**config.mk**
```make
export PLATFORM = sky130hd
export DESIGN_NAME = line_pixel_rasterizer_flat
export DESIGN_NICKNAME = d
export VERILOG_FILES = /design/src/rtl/core/lpr_pkg.sv /design/src/rtl/core/lpr_seg_if.sv /design/src/rtl/core/lpr_pix_if.sv /design/src/rtl/core/lpr_ctrl.sv /design/src/rtl/core/lpr_datapath.sv /design/src/rtl/core/line_pixel_rasterizer.sv /design/src/flat_wrapper.sv
export VERILOG_INCLUDE_DIRS = /design/src /design/src/rtl/core
export SDC_FILE = /design/constraint.sdc
export NUM_CORES = 1
export LEC_CHECK = 0
export ABC_AREA = 1
export BUFFER_PORTS_ARGS = -buffer_cell sky130_fd_sc_hd__buf_2
export CAP_MARGIN = 25
export CORE_MARGIN = 5
export CORE_UTILIZATION = 66
export CTS_CLUSTER_DIAMETER = 50
export DETAILED_ROUTE_END_ITERATION = 10
export PLACE_DENSITY = 0.88
export SYNTH_ARGS = -nofsm -noshare
export SYNTH_HDL_FRONTEND = slang
export SYNTH_SLANG_ARGS = --single-unit
```
**constraint.sdc**
```tcl
create_clock -name clk -period 11.1 [get_ports clk]
set_clock_uncertainty 0.2 [all_clocks]
set_input_delay 1.665 -clock clk [delete_from_list [all_inputs] [get_ports clk]]
set_output_delay 1.665 -clock clk [all_outputs]
set_load 0.01 [all_outputs]
```
**src/rtl/core/line_pixel_rasterizer_macros.svh**
```systemverilog
// Assertion helpers shared by the rasterizer RTL.
`ifndef LINE_PIXEL_RASTERIZER_MACROS_SVH
`define LINE_PIXEL_RASTERIZER_MACROS_SVH

// Checked on every rising edge of clk, suspended while rst_n is low.
`define LPR_ASSERT(lbl, prop, msg) \
  lbl: assert property (@(posedge clk) disable iff (!rst_n) prop) else $error(msg);

// Checked on every rising edge of clk, reset included.
`define LPR_ASSERT_ALWAYS(lbl, prop, msg) \
  lbl: assert property (@(posedge clk) prop) else $error(msg);

`endif

```
**src/rtl/core/lpr_pkg.sv**
```systemverilog
package lpr_pkg;

  localparam int Z_W     = 9;
  localparam int COLOR_W = 24;

  // Color of a segment with equal end heights: FLAT_BASE - FLAT_SCALE * z_start.
  localparam logic [COLOR_W-1:0] COLOR_FLAT_BASE  = 24'hAFFFFF;
  localparam int                 COLOR_FLAT_SCALE = 67;
  // Color of a sloped segment: SLOPE_BASE - SLOPE_SCALE * z_start.
  localparam logic [COLOR_W-1:0] COLOR_SLOPE_BASE  = 24'h8FFFFF;
  localparam int                 COLOR_SLOPE_SCALE = 1241;
  localparam logic [COLOR_W-1:0] COLOR_BLACK       = 24'h000000;

  typedef enum logic [0:0] {
    ST_IDLE,
    ST_EMIT
  } lpr_state_t;

  // Commands from the controller to the datapath.
  typedef struct packed {
    logic load;  // capture a segment and set up the stepper
    logic emit;  // move the current pixel to the output register and step
  } lpr_cmd_t;

  // Status from the datapath to the controller.
  typedef struct packed {
    logic last;  // the current pixel is the final one of the segment
  } lpr_stat_t;

endpackage

```
**src/rtl/core/lpr_seg_if.sv**
```systemverilog
interface lpr_seg_if #(
  parameter int unsigned COORD_WIDTH = 6
) ();
  logic                          valid;
  logic                          ready;
  logic [COORD_WIDTH-1:0]        x_start;
  logic [COORD_WIDTH-1:0]        y_start;
  logic [COORD_WIDTH-1:0]        x_end;
  logic [COORD_WIDTH-1:0]        y_end;
  logic signed [lpr_pkg::Z_W-1:0] z_start;
  logic signed [lpr_pkg::Z_W-1:0] z_end;

  modport source (
    output valid, x_start, y_start, x_end, y_end, z_start, z_end,
    input  ready
  );

  modport sink (
    input  valid, x_start, y_start, x_end, y_end, z_start, z_end,
    output ready
  );
endinterface

```
**src/rtl/core/lpr_pix_if.sv**
```systemverilog
interface lpr_pix_if #(
  parameter int unsigned COORD_WIDTH = 6
) ();
  logic                          valid;
  logic                          ready;
  logic [COORD_WIDTH-1:0]        pixel_x;
  logic [COORD_WIDTH-1:0]        pixel_y;
  logic [lpr_pkg::COLOR_W-1:0]   pixel_color;
  logic                          last_pixel;

  modport source (
    output valid, pixel_x, pixel_y, pixel_color, last_pixel,
    input  ready
  );

  modport sink (
    input  valid, pixel_x, pixel_y, pixel_color, last_pixel,
    output ready
  );
endinterface

```
**src/rtl/core/lpr_ctrl.sv**
```systemverilog
`include "line_pixel_rasterizer_macros.svh"

module lpr_ctrl (
  input  logic              clk,
  input  logic              rst_n,
  input  logic              in_valid,
  output logic              in_ready,
  output logic              out_valid,
  input  logic              out_ready,
  input  lpr_pkg::lpr_stat_t stat,
  output lpr_pkg::lpr_cmd_t  cmd
);

  lpr_pkg::lpr_state_t state_r, state_nxt;
  logic                out_valid_r, out_valid_nxt;
  logic                slot_free;

  // The output register can take a pixel when empty or when drained this cycle.
  assign slot_free = !out_valid_r || out_ready;

  always_comb begin
    state_nxt = state_r;
    unique case (state_r)
      lpr_pkg::ST_IDLE: begin
        if (in_valid) state_nxt = lpr_pkg::ST_EMIT;
      end
      lpr_pkg::ST_EMIT: begin
        if (slot_free && stat.last) state_nxt = lpr_pkg::ST_IDLE;
      end
      default: state_nxt = lpr_pkg::ST_IDLE;
    endcase
  end

  always_comb begin
    cmd      = '0;
    in_ready = 1'b0;
    unique case (state_r)
      lpr_pkg::ST_IDLE: begin
        in_ready = 1'b1;
        cmd.load = in_valid;
      end
      lpr_pkg::ST_EMIT: begin
        cmd.emit = slot_free;
      end
      default: begin
        in_ready = 1'b0;
      end
    endcase
  end

  assign out_valid_nxt = cmd.emit || (out_valid_r && !out_ready);
  assign out_valid     = out_valid_r;

  always_ff @(posedge clk) begin
    if (!rst_n) begin
      state_r     <= lpr_pkg::ST_IDLE;
      out_valid_r <= 1'b0;
    end else begin
      state_r     <= state_nxt;
      out_valid_r <= out_valid_nxt;
    end
  end

  `LPR_ASSERT(a_load_starts_emit, cmd.load |=> state_r == lpr_pkg::ST_EMIT, "segment accepted but no emit phase followed")
  `LPR_ASSERT(a_last_returns_idle, (cmd.emit && stat.last) |=> state_r == lpr_pkg::ST_IDLE, "final pixel sent but controller did not return to idle")
  `LPR_ASSERT(a_emit_fills_slot, cmd.emit |=> out_valid_r, "pixel emitted but output register not marked valid")
  `LPR_ASSERT_ALWAYS(a_no_load_while_emit, !(cmd.load && cmd.emit), "load and emit issued in the same cycle")

endmodule

```
**src/rtl/core/lpr_datapath.sv**
```systemverilog
module lpr_datapath #(
  parameter int unsigned COORD_WIDTH = 6
) (
  input  logic                           clk,
  input  logic                           rst_n,
  input  logic                           cfg_wr_en,
  input  logic                           cfg_wr_data,
  input  lpr_pkg::lpr_cmd_t              cmd,
  output lpr_pkg::lpr_stat_t             stat,
  input  logic [COORD_WIDTH-1:0]         x_start,
  input  logic [COORD_WIDTH-1:0]         y_start,
  input  logic [COORD_WIDTH-1:0]         x_end,
  input  logic [COORD_WIDTH-1:0]         y_end,
  input  logic signed [lpr_pkg::Z_W-1:0] z_start,
  input  logic signed [lpr_pkg::Z_W-1:0] z_end,
  output logic [COORD_WIDTH-1:0]         pixel_x,
  output logic [COORD_WIDTH-1:0]         pixel_y,
  output logic [lpr_pkg::COLOR_W-1:0]    pixel_color,
  output logic                           last_pixel
);

  localparam int CW  = COORD_WIDTH;
  localparam int AW  = COORD_WIDTH + 1;          // accumulator holds up to 2*major
  localparam int PW  = lpr_pkg::COLOR_W + 1;     // color product width

  logic color_enable_r;

  logic [CW-1:0] x_r, y_r, major_r, minor_r, steps_r;
  logic [AW-1:0] acc_r;
  logic          xmajor_r, xpos_r, ypos_r;
  logic [lpr_pkg::COLOR_W-1:0] color_r;

  logic [CW-1:0] pix_x_r, pix_y_r;
  logic [lpr_pkg::COLOR_W-1:0] pix_color_r;
  logic          pix_last_r;

  // Segment setup.
  logic [CW-1:0] adx, ady, major_s, minor_s;
  logic          xmajor_s;
  logic [PW-1:0] zs_ext, col_flat, col_slope;
  logic [lpr_pkg::COLOR_W-1:0] color_s;

  assign adx      = (x_end < x_start) ? (x_start - x_end) : (x_end - x_start);
  assign ady      = (y_end < y_start) ? (y_start - y_end) : (y_end - y_start);
  assign xmajor_s = adx > ady;
  assign major_s  = xmajor_s ? adx : ady;
  assign minor_s  = xmajor_s ? ady : adx;

  assign zs_ext    = PW'(z_start);
  assign col_flat  = PW'(lpr_pkg::COLOR_FLAT_BASE)
                   - zs_ext * PW'(lpr_pkg::COLOR_FLAT_SCALE);
  assign col_slope = PW'(lpr_pkg::COLOR_SLOPE_BASE)
                   - zs_ext * PW'(lpr_pkg::COLOR_SLOPE_SCALE);

  always_comb begin
    priority if (!color_enable_r) begin
      color_s = lpr_pkg::COLOR_BLACK;
    end else if (z_start == z_end) begin
      color_s = col_flat[lpr_pkg::COLOR_W-1:0];
    end else begin
      color_s = col_slope[lpr_pkg::COLOR_W-1:0];
    end
  end

  // One step of the error accumulator.
  logic [AW-1:0] acc_sum, acc_step;
  logic          minor_step;
  logic [CW-1:0] x_step, y_step;
  logic          move_x, move_y;

  assign acc_sum    = acc_r + AW'(minor_r);
  assign minor_step = acc_sum >= AW'(major_r);
  assign acc_step   = minor_step ? (acc_sum - AW'(major_r)) : acc_sum;
  assign move_x     = xmajor_r || minor_step;
  assign move_y     = !xmajor_r || minor_step;
  assign x_step     = xpos_r ? (x_r + CW'(1)) : (x_r - CW'(1));
  assign y_step     = ypos_r ? (y_r + CW'(1)) : (y_r - CW'(1));

  assign stat.last = (steps_r == '0);

  always_ff @(posedge clk) begin
    if (!rst_n) begin
      color_enable_r <= 1'b1;
    end else if (cfg_wr_en) begin
      color_enable_r <= cfg_wr_data;
    end
  end

  always_ff @(posedge clk) begin
    if (!rst_n) begin
      steps_r <= '0;
    end else if (cmd.load) begin
      steps_r <= major_s;
    end else if (cmd.emit && !stat.last) begin
      steps_r <= steps_r - CW'(1);
    end
  end

  always_ff @(posedge clk) begin
    if (cmd.load) begin
      x_r      <= x_start;
      y_r      <= y_start;
      major_r  <= major_s;
      minor_r  <= minor_s;
      xmajor_r <= xmajor_s;
      xpos_r   <= x_end > x_start;
      ypos_r   <= y_end > y_start;
      acc_r    <= AW'(major_s >> 1);
      color_r  <= color_s;
    end else if (cmd.emit) begin
      if (move_x) x_r <= x_step;
      if (move_y) y_r <= y_step;
      acc_r <= acc_step;
    end
  end

  always_ff @(posedge clk) begin
    if (cmd.emit) begin
      pix_x_r     <= x_r;
      pix_y_r     <= y_r;
      pix_color_r <= color_r;
      pix_last_r  <= stat.last;
    end
  end

  assign pixel_x     = pix_x_r;
  assign pixel_y     = pix_y_r;
  assign pixel_color = pix_color_r;
  assign last_pixel  = pix_last_r;

endmodule

```
**src/rtl/core/line_pixel_rasterizer.sv**
```systemverilog
// Line pixel rasterizer. One input word describes a segment by its start and
// end pixel and a height at each end; the block answers with one output word
// per pixel of the segment, from the start point to the end point, with
// last_pixel set on the end point. Pixels are found with a Bresenham stepper:
// it walks the major axis (y when both deltas are equal), and an error
// accumulator that starts at half the major delta decides the minor steps.
// The whole segment gets one color, black when color_enable is 0, otherwise
// 0xAFFFFF - 67*z_start for equal end heights and 0x8FFFFF - 1241*z_start for
// unequal ones. Each segment is set up when it is accepted; then the stepper
// produces one pixel per cycle into a single output register and waits
// whenever that register is not drained. The next segment is accepted in
// the cycle after the last pixel has been moved into the output register,
// even while that pixel still waits there. The color_enable register is
// written through cfg_wr_en / cfg_wr_data; the user must write it only while
// the block is idle, which the block itself does not enforce, and it takes
// effect with the next segment.

module line_pixel_rasterizer #(
  parameter int unsigned COORD_WIDTH = 6
) (
  input  logic      clk,
  input  logic      rst_n,
  lpr_seg_if.sink   in_seg,
  lpr_pix_if.source out_pix,
  input  logic      cfg_wr_en,
  input  logic      cfg_wr_data
);

  // Command and status paths between the sequencer and the stepper.
  lpr_pkg::lpr_cmd_t  cmd;
  lpr_pkg::lpr_stat_t stat;

  // The controller owns the handshakes: it takes a segment only when idle and
  // fires one emit per cycle while the output register has room.
  lpr_ctrl u_ctrl (
    .clk       (clk),
    .rst_n     (rst_n),
    .in_valid  (in_seg.valid),
    .in_ready  (in_seg.ready),
    .out_valid (out_pix.valid),
    .out_ready (out_pix.ready),
    .stat      (stat),
    .cmd       (cmd)
  );

  // The datapath holds the configuration register, the segment setup, the
  // stepper and the output payload register.
  lpr_datapath #(
    .COORD_WIDTH (COORD_WIDTH)
  ) u_datapath (
    .clk         (clk),
    .rst_n       (rst_n),
    .cfg_wr_en   (cfg_wr_en),
    .cfg_wr_data (cfg_wr_data),
    .cmd         (cmd),
    .stat        (stat),
    .x_start     (in_seg.x_start),
    .y_start     (in_seg.y_start),
    .x_end       (in_seg.x_end),
    .y_end       (in_seg.y_end),
    .z_start     (in_seg.z_start),
    .z_end       (in_seg.z_end),
    .pixel_x     (out_pix.pixel_x),
    .pixel_y     (out_pix.pixel_y),
    .pixel_color (out_pix.pixel_color),
    .last_pixel  (out_pix.last_pixel)
  );

endmodule
```
**src/flat_wrapper.sv**
```systemverilog
// flat-port wrapper written by rule: the top's interface ports become plain ports
module line_pixel_rasterizer_flat 
#(
  parameter int unsigned COORD_WIDTH = 6
)
  (clk, rst_n, cfg_wr_en, cfg_wr_data, in_seg_valid, in_seg_x_start, in_seg_y_start, in_seg_x_end, in_seg_y_end, in_seg_z_start, in_seg_z_end, in_seg_ready, out_pix_valid, out_pix_pixel_x, out_pix_pixel_y, out_pix_pixel_color, out_pix_last_pixel, out_pix_ready);
  lpr_seg_if #(.COORD_WIDTH(COORD_WIDTH)) in_seg_i ();
  lpr_pix_if #(.COORD_WIDTH(COORD_WIDTH)) out_pix_i ();
  input  logic clk;
  input  logic rst_n;
  input  logic cfg_wr_en;
  input  logic cfg_wr_data;
  input wire logic [$bits(in_seg_i.valid)-1:0] in_seg_valid;
  input wire logic [$bits(in_seg_i.x_start)-1:0] in_seg_x_start;
  input wire logic [$bits(in_seg_i.y_start)-1:0] in_seg_y_start;
  input wire logic [$bits(in_seg_i.x_end)-1:0] in_seg_x_end;
  input wire logic [$bits(in_seg_i.y_end)-1:0] in_seg_y_end;
  input wire logic [$bits(in_seg_i.z_start)-1:0] in_seg_z_start;
  input wire logic [$bits(in_seg_i.z_end)-1:0] in_seg_z_end;
  output wire logic [$bits(in_seg_i.ready)-1:0] in_seg_ready;
  output wire logic [$bits(out_pix_i.valid)-1:0] out_pix_valid;
  output wire logic [$bits(out_pix_i.pixel_x)-1:0] out_pix_pixel_x;
  output wire logic [$bits(out_pix_i.pixel_y)-1:0] out_pix_pixel_y;
  output wire logic [$bits(out_pix_i.pixel_color)-1:0] out_pix_pixel_color;
  output wire logic [$bits(out_pix_i.last_pixel)-1:0] out_pix_last_pixel;
  input wire logic [$bits(out_pix_i.ready)-1:0] out_pix_ready;
  assign in_seg_i.valid = in_seg_valid;
  assign in_seg_i.x_start = in_seg_x_start;
  assign in_seg_i.y_start = in_seg_y_start;
  assign in_seg_i.x_end = in_seg_x_end;
  assign in_seg_i.y_end = in_seg_y_end;
  assign in_seg_i.z_start = in_seg_z_start;
  assign in_seg_i.z_end = in_seg_z_end;
  assign in_seg_ready = in_seg_i.ready;
  assign out_pix_valid = out_pix_i.valid;
  assign out_pix_pixel_x = out_pix_i.pixel_x;
  assign out_pix_pixel_y = out_pix_i.pixel_y;
  assign out_pix_pixel_color = out_pix_i.pixel_color;
  assign out_pix_last_pixel = out_pix_i.last_pixel;
  assign out_pix_i.ready = out_pix_ready;
  line_pixel_rasterizer #(.COORD_WIDTH(COORD_WIDTH)) u_core (.clk(clk), .rst_n(rst_n), .in_seg(in_seg_i), .out_pix(out_pix_i), .cfg_wr_en(cfg_wr_en), .cfg_wr_data(cfg_wr_data));
endmodule
```
==> summary.md, run 1 <==
| Metric | Value |
|---|---|
| Run status | completed |
| Count leader, synth | nand2_1 |
| Routing usage on met1 | 30.9% |
| Worst Setup End Kind | flop |
| Clock Tree Buf Depth | 2 |
| Ys Warns | 0 |
| Worst hold margin | 222 ps |
| Final #Nets | 1351 |
| Syn avg cell area | 8.56 um^2 |
| Cells after Synth | 1057 |
| Setup violations, final | 0 |
| TritonRoute pass-1 iters | 7 |
| Most Used Layer, Global Route | met2 |
| Setup total negative slack | 0 ps |
| Root buffer cell | clkbuf_16 |
| CTS H-tree lvls | 3 |
| Synthesized flop and latch total | 102 |
| Synth cell count leaders | nand2_1 (210), inv_1 (188), ha_1 (132), edfxtp_1 (91), a21oi_1 (66) |
| Via density | 5.63 |
| CP Launch Type | primary input |
| ANT cells | 0 |
| RSZ-0062 raised after global routing | no |
| Critical path required time | 10980 ps |
| Data arrival time of the critical path | 5670 ps |
| Worst IR drop on VDD | 127 uV |
| Gpl congestion | 0.915 |
| CTS Buf Count | 9 |
| Clk sink count | 102 |
| Top_reg_cell synth | edfxtp_1 |
| R2R cell count | 15 |
| Total GRT Usage | 26.2% |
| Top-area cell type share of the netlist area | 30.2% |
| Final WL | 20.7 mm |
| Clock Latency Late Sink | 350 ps |
| Number of synthesized flops with an enable pin | 91 |
| Async SR Flop Fraction | 0% |
| Die H | 127 um |
| Number of global-route vias before repair | 7475 |
| Port Buf Inserts | 85 |
| Largest area contributor in the netlist | edfxtp_1 |
| Synthesized area | 9040 um^2 |
| Number of DRC markers in iteration 0 | 474 |
| First-pass GRT wire length | 34.1 mm |
| Min cycle time layout | 5790 ps |
| I/O pin count | 87 |
| Final HPWL DP | 16.1 mm |
| Syn-to-layout area delta | 9.37% |
| Type of the worst setup path | in -> reg |
| Starting Density | 67.8% |
| Clock transition at path regs | 70 ps |
| Core area | 13300 um^2 |
| Pins Over Slew Limit | 0 |
| Fin crit share | 52.1% |
| CTS Hold Buffers Added | 0 |
| Max-slew headroom | 39.2% |
| Vias | 7422 |
| Synth top area cells | edfxtp_1 (30%), ha_1 (18%), nand2_1 (8.7%), inv_1 (7.8%), fa_1 (7.5%) |
| Met2 usage | 47.0% |
| Maxcap violations | 0 |
| Die Width | 127 um |
| Die area | 16100 um^2 |
| Register area share after synthesis | 32.6% |
| Pwr Density | 233 nW/um^2 |
| Post-Syn Nets | 1271 |
| Post-CTS sizing | 0 |
| Met3 Usage GRT | 3.92% |
| Peak Freq | 0.173 GHz |
| Total congestion overflow | 0 |
| Row count | 42 |
| DRT antenna net count | 0 |
| Final hold vios | 0 |
| Worst Hold Path Cells | 0 |
| DR WL/cell | 15.7 um |
| Initial antenna violation count | 0 |
| Worst min path class | reg -> reg |
| Setup repair bufs after CTS | 0 |
| Worst Tran Pin Value | 911 ps |
| DRC | 0 |
| Crit Path Max Fanout | 13 |
| Layout filler cell count | 932 |
| Synth unique cells | 44 |
| Leakage | 5.08 nW |
| Largest net degree at the start of global routing | 62 |
| CTS tree | yes |
| Layout cell share with drive strength beyond 1 | 12.3% |
==> flip-flops by register name (all words and copies together), names as in the netlist, 6 cells and up <==
register,count
u_core.u_datapath.steps_r,6
u_core.u_datapath.acc_r,7
u_core.u_datapath.x_r,6
u_core.u_datapath.pixel_x,6
u_core.u_datapath.y_r,6
u_core.u_datapath.major_r,6
u_core.u_datapath.pixel_color,23
u_core.u_datapath.color_r,23
u_core.u_datapath.minor_r,6
u_core.u_datapath.pixel_y,6
==> layout by cell type, fill, tap and decap left out, types with 11 or more instances in the layout <==
cell	n
a21oi_1	66
buf_2	85
dfxtp_1	11
edfxtp_1	91
fa_1	34
ha_1	132
inv_1	187
nand2_1	210
nand3_1	57
nand4_1	19
nor2_1	58
o21ai_0	45
o21ai_1	12
xnor2_1	14
xor2_1	23
==> kinds of logic after synthesis <==
logic type | share of synthesized area (%)
AND/OR/NAND/NOR | 18.7
buffers and inverters | 9.60
adder cells (fa/ha/maj) | 25.8
AO/OA/AOI/OAI | 9.67
flip-flops | 32.6
XOR/XNOR | 3.58
other | 0.0415
==> layer usage <==
metal | up-vias | wire length (um)
met5 | - | 0
met4 | 0 | 801
met3 | 70 | 1070
met2 | 277 | 10500
met1 | 3443 | 8250
li1 | 3632 | -
==> cell type report <==
class | count | area, um^2 | share of cell area (%)
clock inverter | 6 | 75.1 | 0.759
sequential | 102 | 2950 | 29.9
inverter | 196 | 736 | 7.44
multi-input combinational | 741 | 5230 | 52.9
clock buffer | 10 | 239 | 2.42
timing repair buffer | 87 | 440 | 4.45
tap | 176 | 220 | 2.23
==> path summary, 6_finish.rpt <==
path                                               startpoint                                           to  slack (ps)
hold / removal    u_core.u_datapath.color_r[15]$_SDFFCE_PN0P_  u_core.u_datapath.pixel_color[15]$_DFFE_PP_         220
setup reg to reg         u_core.u_datapath.acc_r[0]$_DFFE_PP_           u_core.u_datapath.x_r[2]$_DFFE_PP_        7350
setup / recovery                            in_seg_z_start[8]  u_core.u_datapath.color_r[15]$_SDFFCE_PN0P_        5310
hold reg to reg   u_core.u_datapath.color_r[15]$_SDFFCE_PN0P_  u_core.u_datapath.pixel_color[15]$_DFFE_PP_         220
==> critical path, stage by stage <==
cell and delay [ps]:
buf_2 310, fa_1 500, inv_1 100, fa_1 450, fa_1 550, inv_1 50
fa_1 480, ha_1 320, ha_1 370, a21oi_1 270, o21ai_0 150, nand2_1 80
nand3_1 80, xor2_1 150, nand2_1 70, a21oi_1 70
==> where the power goes <==
group	internal [mW]	switching (mW)	total, mW
Combinational	0.515	0.825	1.34
Sequential	0.585	0.0508	0.636
Clock	0.185	0.149	0.334
==> through the flow <==
step	setup slack [ps]	utilization (%)	power, mW	instance area (um^2)	instances
floorplan	5510	-	1.68	9040	1057
global placement	5100	71.8	1.90	9580	1302
detailed placement	4950	71.8	1.96	9580	1302
CTS	5310	74.1	2.30	9890	1318
global route	5060	74.1	2.52	9890	1318
finish	5310	74.1	2.31	9890	1318
(Power assumes the default switching activity.)
==> run 2: changes to the inputs <==
Settings changed: CORE_UTILIZATION 66 to 61, PLACE_DENSITY 0.88 to 0.82.
Clock period 11.1 ns to 5.8 ns, I/O delays scaled along.
==> summary.md, run 2 (same netlist as run 1, synthesis figures left out) <==
| Metric | Value |
|---|---|
| Starting Density | 62.2% |
| Initial antenna violation count | 0 |
| Root buffer cell | clkbuf_16 |
| Final hold vios | 0 |
| DR WL/cell | 15.0 um |
| Area occupied by multi-input gates | 5230 um^2 |
| Post-CTS sizing | 0 |
| CTS Hold Buffers Added | 0 |
| CTS Buf Count | 9 |
| Critical path required time | 5690 ps |
| Total GRT Usage | 23.0% |
| Setup violations, final | 0 |
| Die H | 132 um |
| Cell Count, Final, Fillers Out | 1327 |
| Worst IR drop on VDD | 272 uV |
| CTS tree | yes |
| Data arrival time of the critical path | 4810 ps |
| Layout cell share with drive strength beyond 1 | 12.2% |
| Worst min path class | reg -> reg |
| Run status | completed |
| Number of DRC markers in iteration 0 | 517 |
| ANT cells | 0 |
| DRT antenna net count | 0 |
| DRC | 0 |
| Setup total negative slack | 0 ps |
| Max-slew headroom | 42.8% |
| Peak Freq | 0.203 GHz |
| Fin crit share | 84.9% |
| Total congestion overflow | 0 |
| Final Util | 68.0% |
| Crit Path Max Fanout | 8 |
| Most common cell after layout, fill and taps aside | nand2_1 |
| First-pass GRT wire length | 32.9 mm |
| Clock transition at path regs | 70 ps |
| CP Launch Type | primary input |
| Cell total after placement | 1311 |
| Number of global-route vias before repair | 7078 |
| Maxcap violations | 0 |
| Leakage | 5.08 nW |
| Worst Setup End Kind | flop |
| CTS H-tree lvls | 3 |
| TritonRoute pass-1 iters | 7 |
| Min cycle time layout | 4920 ps |
| Type of the worst setup path | in -> reg |
| RSZ-0062 raised after global routing | no |
| Most frequent cells in the layout | nand2_1 (210), inv_1 (188), ha_1 (132), edfxtp_1 (91), buf_2 (85) |
| Die area | 17400 um^2 |
| Final #Nets | 1352 |
| Setup repair bufs after CTS | 0 |
| Clk sink count | 102 |
| Row count | 44 |
| Vias | 7186 |
| Pins Over Slew Limit | 0 |
| Worst Tran Pin Value | 856 ps |
| Gpl congestion | 0.937 |
| Final HPWL DP | 16.1 mm |
| I/O pin count | 87 |
| Clock Tree Buf Depth | 2 |
| Pwr Density | 443 nW/um^2 |
| Core area | 14500 um^2 |
| Die Width | 132 um |
| Clock Latency Late Sink | 350 ps |
| Via density | 5.42 |
| Syn-to-layout area delta | 9.32% |
| Sequential cell area | 2950 um^2 |
| Layout filler cell count | 1178 |
| Port Buf Inserts | 85 |
| Total power | 4.38 mW |
| Final WL | 20.0 mm |
| Largest net degree at the start of global routing | 61 |
==> run 2: layout make-up <==
| cell class | instances | area share, % |
|---|---|---|
| clock buffer | 11 | 2.35 |
| clock inverter | 5 | 0.607 |
| inverter | 196 | 7.44 |
| multi-input combinational | 741 | 52.9 |
| sequential | 102 | 29.9 |
| tap | 184 | 2.33 |
| timing repair buffer | 88 | 4.53 |
==> run 2: through the flow <==
stage | worst slack, ps | instance area (um^2) | hold slack [ps]
3_3_place_gp | 637 | 9600 | 201
6_report | 876 | 9890 | 221
3_5_place_dp | 537 | 9600 | 205
5_1_grt | 643 | 9890 | 226
4_1_cts | 901 | 9890 | 221
2_1_floorplan | 1010 | 9040 | 200
==> run 2: power breakdown <==
group / total (mW) / internal (mW) / switching (mW)
clock: 0.608 / 0.337 / 0.270
combinational: 2.56 / 0.988 / 1.57
sequential: 1.22 / 1.12 / 0.0957
==> run 2: worst paths after layout <==
path | from | to | slack (ps) | cells after the start
max | in_seg_z_start[7] | u_core.u_datapath.color_r[15]$_SDFFCE_PN0P_ | 880 | 16
min reg2reg | u_core.u_datapath.color_r[9]$_SDFFCE_PN0P_ | u_core.u_datapath.pixel_color[9]$_DFFE_PP_ | 220 | 0
max reg2reg | u_core.u_datapath.minor_r[0]$_DFFE_PP_ | u_core.u_datapath.x_r[2]$_DFFE_PP_ | 2020 | 15
min | u_core.u_datapath.color_r[9]$_SDFFCE_PN0P_ | u_core.u_datapath.pixel_color[9]$_DFFE_PP_ | 220 | 0
==> run 2: worst max-delay path, cell delays in order <==
cell and delay (ps):
buf_2 180, fa_1 550, inv_1 70, fa_1 500, fa_1 540, inv_1 50, fa_1 480, ha_1 320
ha_1 360, a21oi_1 270, o21ai_0 170, nand2_1 80, nand3_1 80, xor2_1 150, nand2_1 50, a21oi_1 60
==> run 2: metal layers <==
metal	share of wire, %	up-vias	global-route usage [%]
li1	-	3639	-
met1	43	3317	29.2
met2	50	196	40.1
met3	5.5	34	3.82
met4	1.9	0	7.20
met5	0	-	0
==> run 3: changes to the inputs <==
Settings changed: ABC_AREA 1 to 0.
Clock period 5.8 ns to 5 ns, I/O delays scaled along.
==> summary.md, run 3 <==
| Metric | Value |
|---|---|
| Worst IR drop on VDD | 239 uV |
| Worst Hold Path Cells | 0 |
| CP max-delay cell | fa_1 |
| DR WL/cell | 17.9 um |
| Type of the worst setup path | in -> reg |
| Clock Latency Late Sink | 360 ps |
| CTS H-tree lvls | 3 |
| Run status | completed |
| Kind of cell adding the most delay to the critical path | adder cells |
| Die area | 16600 um^2 |
| Critical path's most frequent cell | fa_1 |
| TritonRoute pass-1 iters | 5 |
| DRT antenna net count | 0 |
| Critical Path Max Stage Delay | 580 ps |
| First-pass GRT wire length | 32.1 mm |
| Setup total negative slack | 0 ps |
| Final WL | 20.4 mm |
| Final Util | 71.2% |
| Root buffer cell | clkbuf_16 |
| DP Worst Slack | -459 ps |
| Clock transition at path regs | 70 ps |
| Number of synthesized flops with an enable pin | 91 |
| R2R cell count | 11 |
| Cells after Synth | 833 |
| Die H | 129 um |
| Synth cell count leaders | ha_1 (132), inv_1 (114), edfxtp_1 (91), a21oi_1 (59), nor2_1 (41) |
| Critical path required time | 4910 ps |
| Count leader, synth | ha_1 |
| Setup violations, final | 0 |
| Leakage | 4.67 nW |
| Clk network pwr share | 13.4% |
| Largest area contributor in the netlist | edfxtp_1 |
| Pins Over Slew Limit | 0 |
| Buf/Inv on CP | 3 |
| RSZ-0062 raised after global routing | no |
| Via density | 5.92 |
| Async SR Flop Fraction | 0% |
| Total GRT Usage | 24.6% |
| I/O pin count | 87 |
| Clk sink count | 102 |
| Maxcap violations | 0 |
| Worst Tran Pin Value | 883 ps |
| Most common cell after layout, fill and taps aside | ha_1 |
| Synthesized area | 8600 um^2 |
| Most frequent cells in the layout | ha_1 (131), inv_1 (113), edfxtp_1 (91), buf_2 (84), a21oi_1 (58) |
| Die Width | 129 um |
| Final HPWL DP | 15.7 mm |
| Synthesized flop and latch total | 102 |
| CP cell instances | buf_4 -> ha_4 -> inv_1 -> fa_1 -> inv_1 -> fa_1 -> fa_1 -> fa_1 -> ha_1 -> nor2b_4 -> o31a_1 -> o31ai_4 -> a2111oi_4 -> nor4_2 -> and3b_1 |
| Internal power | 3.01 mW |
| Sw Share | 40.9% |
| Port Buf Inserts | 85 |
| Starting Density | 62.2% |
| Crit Path Max Fanout | 3 |
| Final hold vios | 0 |
| Row count | 43 |
| Syn-to-layout area delta | 14.6% |
| NetSw | 2.08 mW |
| Worst Setup End Kind | flop |
| CP Launch Type | primary input |
| Total power | 5.09 mW |
| Final #Nets | 1169 |
| Combinational share of power | 59.3% |
| Largest net degree at the start of global routing | 47 |
| Worst hold margin | 221 ps |
| ANT cells | 0 |
| Worst min path class | reg -> reg |
| Min cycle time layout | 4900 ps |
| Post-Syn Nets | 1047 |
| Vias | 6744 |
| WP depth | 15 |
| Max-slew headroom | 41.1% |
| Layout cell share with drive strength beyond 1 | 16.8% |
| CTS Buf Count | 9 |
| Synth top area cells | edfxtp_1 (32%), ha_1 (19%), fa_1 (7.9%), inv_1 (5.0%), a21oi_1 (3.4%) |
| Register area share after synthesis | 34.3% |
| Top-area cell type share of the netlist area | 31.8% |
| Gpl congestion | 0.898 |
| Fin crit share | 98.1% |
| Number of DRC markers in iteration 0 | 444 |
| Syn avg cell area | 10.3 um^2 |
| Worst setup margin | 97.0 ps |
| Data arrival time of the critical path | 4810 ps |
| Initial antenna violation count | 0 |
| Reg power frac | 27.3% |
| Clock Tree Buf Depth | 2 |
| CTS tree | yes |
| Number of global-route vias before repair | 6602 |
| Synth unique cells | 60 |
| Pwr Density | 517 nW/um^2 |
| Total congestion overflow | 0 |
| Peak Freq | 0.204 GHz |
| DRC | 0 |
| Top_reg_cell synth | edfxtp_1 |
| Ys Warns | 0 |
| Core area | 13800 um^2 |
-- run 3: worst register-to-register path: cells and delay by family (launching register included) --
| family | cells | cell delay, ps |
|---|---|---|
| xor gates and xnor gates | 1 | 170 |
| adders and majority gates | 3 | 1000 |
| and+or+nand+nor | 1 | 440 |
| AOI/OAI and AO/OA | 6 | 1160 |
| DFF | 1 | 380 |
-- run 3: power groups by stage --
stage / sequential, mW / clock [mW] / combinational (mW)
6_report: 1.39 / 0.681 / 3.02
5_1_grt: 1.41 / 0.716 / 3.33
4_1_cts: 1.39 / 0.687 / 2.94
3_5_place_dp: 1.41 / 0 / 2.89
3_3_place_gp: 1.40 / 0 / 2.80
2_1_floorplan: 1.39 / 0 / 2.13
-- run 3: routing by layer --
| metal | global-route usage [%] | share of wire, % | up-vias |
|---|---|---|---|
| li1 | - | - | 3252 |
| met1 | 33.2 | 43 | 3191 |
| met2 | 40.9 | 47 | 262 |
| met3 | 3.03 | 6.8 | 39 |
| met4 | 9.51 | 2.6 | 0 |
| met5 | 0 | 0 | - |
-- run 3: metrics by stage --
stage	cells	instance area, um^2
4_1_cts	1140	9790
3_3_place_gp	1124	9500
2_1_floorplan	833	8600
6_report	1140	9850
3_5_place_dp	1124	9500
5_1_grt	1140	9850
-- run 3: path summary, 6_finish.rpt --
| check | from | to | slack, ps |
|---|---|---|---|
| worst max-delay path | in_seg_z_start[1] | u_core.u_datapath.color_r[20]$_SDFFCE_PN0P_ | 100 |
| worst min-delay path | u_core.u_datapath.color_r[16]$_SDFFCE_PN0P_ | u_core.u_datapath.pixel_color[16]$_DFFE_PP_ | 220 |
| worst min register to register | u_core.u_datapath.color_r[16]$_SDFFCE_PN0P_ | u_core.u_datapath.pixel_color[16]$_DFFE_PP_ | 220 |
| worst max register to register | u_core.u_datapath.minor_r[0]$_DFFE_PP_ | u_core.u_datapath.acc_r[2]$_DFFE_PP_ | 1370 |
-- run 3: timing repair --
item / CTS / global route
pin swaps: 0 / 5
setup endpoints to repair: 1 / 8
hold buffers: 0 / 0
buffers inserted: 0 / 1
resized for setup: 1 / 15
-- run 3: area by class of cell --
| cell class | count | area, um^2 |
|---|---|---|
| multi-input cells | 599 | 5200 |
| fillers | 971 | 3980 |
| flip-flops and latches | 102 | 2950 |
| repair buffers | 129 | 758 |
| inverters | 114 | 428 |
| clock buffers | 9 | 225 |
| well taps | 180 | 225 |
| clock inverters | 7 | 56.3 |
-- run 3: cells by family (layout without fill, tap and decap cells) --
family / after synthesis / count (layout) / share of synthesized area, %
compound gates: 209 / 209 / 16.0
fa+ha+maj: 166 / 166 / 27.1
simple gates: 151 / 151 / 8.92
buf+inv: 132 / 259 / 5.89
flops: 102 / 102 / 34.3
xor+xnor: 50 / 50 / 5.09
mux: 22 / 22 / 2.59
other cells: 1 / 1 / 0.0436
